### src/sv/rth_pkg.sv
package rth_pkg;

	localparam int STAGES = 16;
	// vector width: |x| up to 510*2^16 ~ 2^25, growth ~1.65 -> 28 bits; keep margin
	localparam int VW = 30;
	localparam int AW = 17;
	localparam int SQRT3_Q16 = 113512;
	localparam int QW = 10;  // sum width
	localparam int NW = 18;  // numerator 255*(sum-3min) < 2^18

	typedef struct packed {
		logic gray;
		logic [7:0] inten;
		logic [QW-1:0] den;
	} side_t;

	typedef struct packed {
		logic signed [VW-1:0] x;
		logic signed [VW-1:0] y;
		logic [AW-1:0] acc;
		logic [7:0] sat;
		logic [NW-1:0] rem;
		side_t side;
	} cell_t;

	function automatic logic [AW-1:0] atan_turns(input logic [3:0] i);
		logic [AW-1:0] t;
		unique case (i)
			4'd0: t = 17'd8192;
			4'd1: t = 17'd4836;
			4'd2: t = 17'd2555;
			4'd3: t = 17'd1297;
			4'd4: t = 17'd651;
			4'd5: t = 17'd326;
			4'd6: t = 17'd163;
			4'd7: t = 17'd81;
			4'd8: t = 17'd41;
			4'd9: t = 17'd20;
			4'd10: t = 17'd10;
			4'd11: t = 17'd5;
			4'd12: t = 17'd3;
			4'd13: t = 17'd1;
			4'd14: t = 17'd1;
			default: t = 17'd0;
		endcase
		return t;
	endfunction

endpackage

### src/sv/rth_cell.sv
// One CORDIC rotation plus, in the first eight cells, one bit of the
// restoring saturation divide (quotient is at most 255, eight bits).
module rth_cell (
	input  logic clk,
	input  logic en,
	input  logic [3:0] idx,
	input  rth_pkg::cell_t d,
	output rth_pkg::cell_t q
);
	import rth_pkg::*;

	cell_t n;
	logic [NW:0] trial;
	logic [2:0] bitpos;

	always_comb begin
		n = d;
		if (d.y > 0) begin
			n.x = d.x + (d.y >>> idx);
			n.y = d.y - (d.x >>> idx);
			n.acc = d.acc + atan_turns(idx);
		end else begin
			n.x = d.x - (d.y >>> idx);
			n.y = d.y + (d.x >>> idx);
			n.acc = d.acc - atan_turns(idx);
		end
		bitpos = 3'd7 - idx[2:0];
		trial = {1'b0, d.rem} - ({{(NW+1-QW){1'b0}}, d.side.den} << bitpos);
		if (idx < 4'd8 && !trial[NW]) begin
			n.rem = trial[NW-1:0];
			n.sat[bitpos] = 1'b1;
		end
	end

	always_ff @(posedge clk) begin
		if (en) q <= n;
	end
endmodule

### config.mk
export PLATFORM = sky130hd
export DESIGN_NAME = rth_cell
export DESIGN_NICKNAME = d
export VERILOG_FILES = /design/src/sv/rth_pkg.sv /design/src/sv/rth_cell.sv
export SDC_FILE = /design/constraint.sdc
export NUM_CORES = 1
export LEC_CHECK = 0
export BUFFER_PORTS_ARGS = -buffer_cell sky130_fd_sc_hd__buf_2
export CAP_MARGIN = 30
export CORE_UTILIZATION = 40
export CTS_CLUSTER_SIZE = 8
export DETAILED_ROUTE_END_ITERATION = 8
export PLACE_DENSITY = 0.67
export SLEW_MARGIN = 20
export SYNTH_ARGS = -nofsm -noshare
export SYNTH_HDL_FRONTEND = slang
export SYNTH_SLANG_ARGS = --single-unit
### constraint.sdc
create_clock -name clk -period 5.94 [get_ports clk]
set_input_delay 0.297 -clock clk [delete_from_list [all_inputs] [get_ports clk]]
set_output_delay 0.297 -clock clk [all_outputs]
set_load 0.05 [all_outputs]
==> results.json <==
{
  "status": "complete, no violations",
  "fp.dieH_um": 189,
  "antenna_found_initial": 4,
  "hold_end": "q[13]",
  "largestRegisters": "q: 122 flops",
  "grt_pass1_vias": 12059,
  "synthCells": 1467,
  "ant_nets": 0,
  "worstHoldStart": "d[13]",
  "track_usage_pct": 24.2,
  "gp_congestion": 0.943,
  "nFillCells": 3345,
  "crit_arrival_ns": 5.76,
  "drc_errors": 0,
  "holdPathStages": 1,
  "syn_nets": 1704,
  "routed_wl_um": 43600,
  "yosysSeqAreaShare_pct": 26.1,
  "cts_inserted_buffers": 17,
  "fp.dieArea_um2": 35900,
  "post_cts_buffers": 0,
  "worstMarginPinSlew_ns": 0.709,
  "finalHoldViolCount": 0,
  "yosysUniqueCellTypes": 84,
  "initial_core_util_pct": 40.6,
  "placed_area_um2": 15800,
  "multi_input_area_um2": 9810,
  "cp_cell_sequence": "buf_6 -> buf_12 -> mux4_2 -> mux2i_1 -> a31oi_1 -> or3b_1 -> nand3b_1 -> nor3_2 -> nand2_1 -> o21ai_0 -> xnor2_1 -> ha_1 -> a2111oi_0 -> o21ai_0 -> o21ai_0 -> a21oi_1 -> a211o_1 -> a21o_1 -> a21oi_1 -> o21ai_0 -> o41ai_1 -> xnor2_1",
  "htreeDepth": 4,
  "hold_ws_ns": 0.0263,
  "critPathLaunchType": "primary input",
  "dpl.hpwl_um": 33100,
  "leakagePower_nw": 6.96,
  "dpl_worst_slack_ns": 0.0247,
  "rows": 68,
  "ioPinCount": 250,
  "coreArea_um2": 34500,
  "slowest_delay_ns": 0.55,
  "layout-drive-gt1-share_pct": 25.7,
  "drt_iter0_drc": 1029,
  "portBuffers": 249,
  "seqCellArea_um2": 3660,
  "maxCapViolations": 0,
  "syn_area_um2": 14000,
  "synthFlopType": "edfxtp_1",
  "fin_total_pwr_mw": 4.92,
  "relSlewSlack_pct": 52.3,
  "finish.instance_area_um2": 16400,
  "worstPathMaxFanout": 46,
  "dp_cells": 2131,
  "drtPass1Iterations": 7,
  "p_per_area_nw_per_um2": 300,
  "grt_max_degree": 72,
  "critical-path-slowest-cell": "mux4_2",
  "cp-end-kind": "flop",
  "irDropWorstVdd_mv": 0.211,
  "clk_pin_slew_ns": 0.06,
  "nets": 1934,
  "tritoncts": "done",
  "hold_class": "primary input to flop",
  "tns_ns": 0,
  "timing.final.crit_share_pct": 93.8,
  "wl_per_cell_um": 20.1,
  "finalMaxSlewViolations": 0,
  "grt_overflow": 0,
  "synth-edff-count": 122,
  "synthToLayoutAreaGrowth_pct": 17.0,
  "max_freq_mhz": 179,
  "rsz0062_at_grt": "false",
  "async_flop_share_pct": 0,
  "timing.critical_path.mode_cell": "o21ai_0",
  "final_util_pct": 47.5,
  "grt_pass1_wl_um": 67300,
  "path_class": "primary input to flop",
  "setup_violations": 0,
  "cts_sinks": 122,
  "die_w_um": 189,
  "crit_required_ns": 6.13,
  "fin_ws_ns": 0.367,
  "largest_reg_flops": 122,
  "syn_avg_cell_area_um2": 9.57,
  "regMostFlops": "q",
  "cts-root-buf": "clkbuf_16",
  "clockBufferDepth": 2,
  "synth_warnings": 0,
  "num_vias": 12727,
  "min_period_ns": 5.57,
  "via_per_inst": 5.87,
  "final_cells": 2168,
  "ys_ff_latch": 122
}
worst max-delay path by stage:
stage	slack, ns	cells past startpoint	from	endpoint
3_3_place_gp	0.14	23	idx[0]	q[91]
6_report	0.37	22	idx[0]	q[90]
2_1_floorplan	0.68	23	idx[1]	q[60]
4_1_cts	0.50	23	idx[0]	q[91]
5_1_grt	0.03	23	idx[0]	q[91]
3_5_place_dp	0.02	23	idx[0]	q[91]
power by group:
group	internal, mW	switching [mW]	total [mW]	leakage (nW)
sequential	1.21	0.0429	1.26	1.19
clock	0.676	0.465	1.14	0.309
combinational	0.842	1.68	2.52	5.46
total	2.73	2.19	4.92	6.96
Yosys cell counts, drive strengths merged, types with 9 or more instances:
cell,instances,share of area (%)
a211oi,20,1.1
a21o,37,2.0
a21oi,121,4.3
a31oi,27,1.2
and2,15,0.67
and3,19,0.85
buf,49,2.3
clkbuf,26,0.70
edfxtp,122,26
ha,105,9.4
inv,43,1.1
mux2,23,1.9
mux2i,44,3.3
mux4,80,13
nand2,162,4.3
nand2b,9,0.40
nand3,18,0.64
nand4,11,0.49
nor2,104,2.8
nor2b,16,0.71
nor3,35,1.3
nor4,11,0.70
o21a,12,0.64
o21ai,95,3.4
o21bai,9,0.48
o31ai,11,0.59
xnor2,85,5.3
xor2,59,3.7
area by class of cell:
cell class                 instances  share of cell area (%)
clock inverter                    15                    1.25
tap                              455                    3.47
multi-input combinational       1227                    59.7
inverter                          43                   0.983
timing repair buffer             286                    9.61
antenna                            3                  0.0457
clock buffer                      17                    2.59
sequential                       122                    22.3
cell usage in the layout, fill, tap and decap left out, types with 33 or more instances in the layout:
cell type	synthesis	routed
mux4_2	70	70
inv_1	41	41
o21ai_0	93	93
xnor2_1	85	85
edfxtp_1	122	122
mux2i_1	42	42
a21o_1	37	37
nor2_1	102	101
nand2_1	161	161
xor2_1	59	59
ha_1	105	105
nor3_1	33	33
buf_4	5	36
buf_2	21	245
a21oi_1	121	121
worst max-delay path: cells and delay by family:
family	cells	cell delay, ns
adders and majority gates	1	0.27
xor gates and xnor gates	2	0.23
buffers and inverters	2	0.56
and+or+nand+nor	4	1.11
muxes	2	0.85
AOI/OAI and AO/OA	11	2.42
kinds of logic (layout without fill, tap and decap cells):
group	count (synthesis)	after routing	synth area share, %
AOI/OAI and AO/OA	401	401	18.0
xor gates and xnor gates	144	144	8.98
adders and majority gates	109	109	9.93
buffers and inverters	118	361	4.10
DFF	122	122	26.1
muxes	147	147	18.2
other	0	3	0
and+or+nand+nor	426	426	14.6
routing by layer:
metal | wire length, um | track usage (%) | up-vias | part of all wire, %
met5 | 11 | 0 | - | 0.025
met4 | 904 | 7.82 | 2 | 2.1
met3 | 3950 | 6.02 | 65 | 9.1
met2 | 20200 | 38.2 | 604 | 46
met1 | 18600 | 32.5 | 6013 | 43
li1 | - | - | 6043 | -
repair_timing:
action,CTS,global route
gates resized for setup,0,0
setup endpoints to repair,0,0
hold buffers,1,0
hold endpoints to repair,1,0
Power figures use the tool's default switching activity.
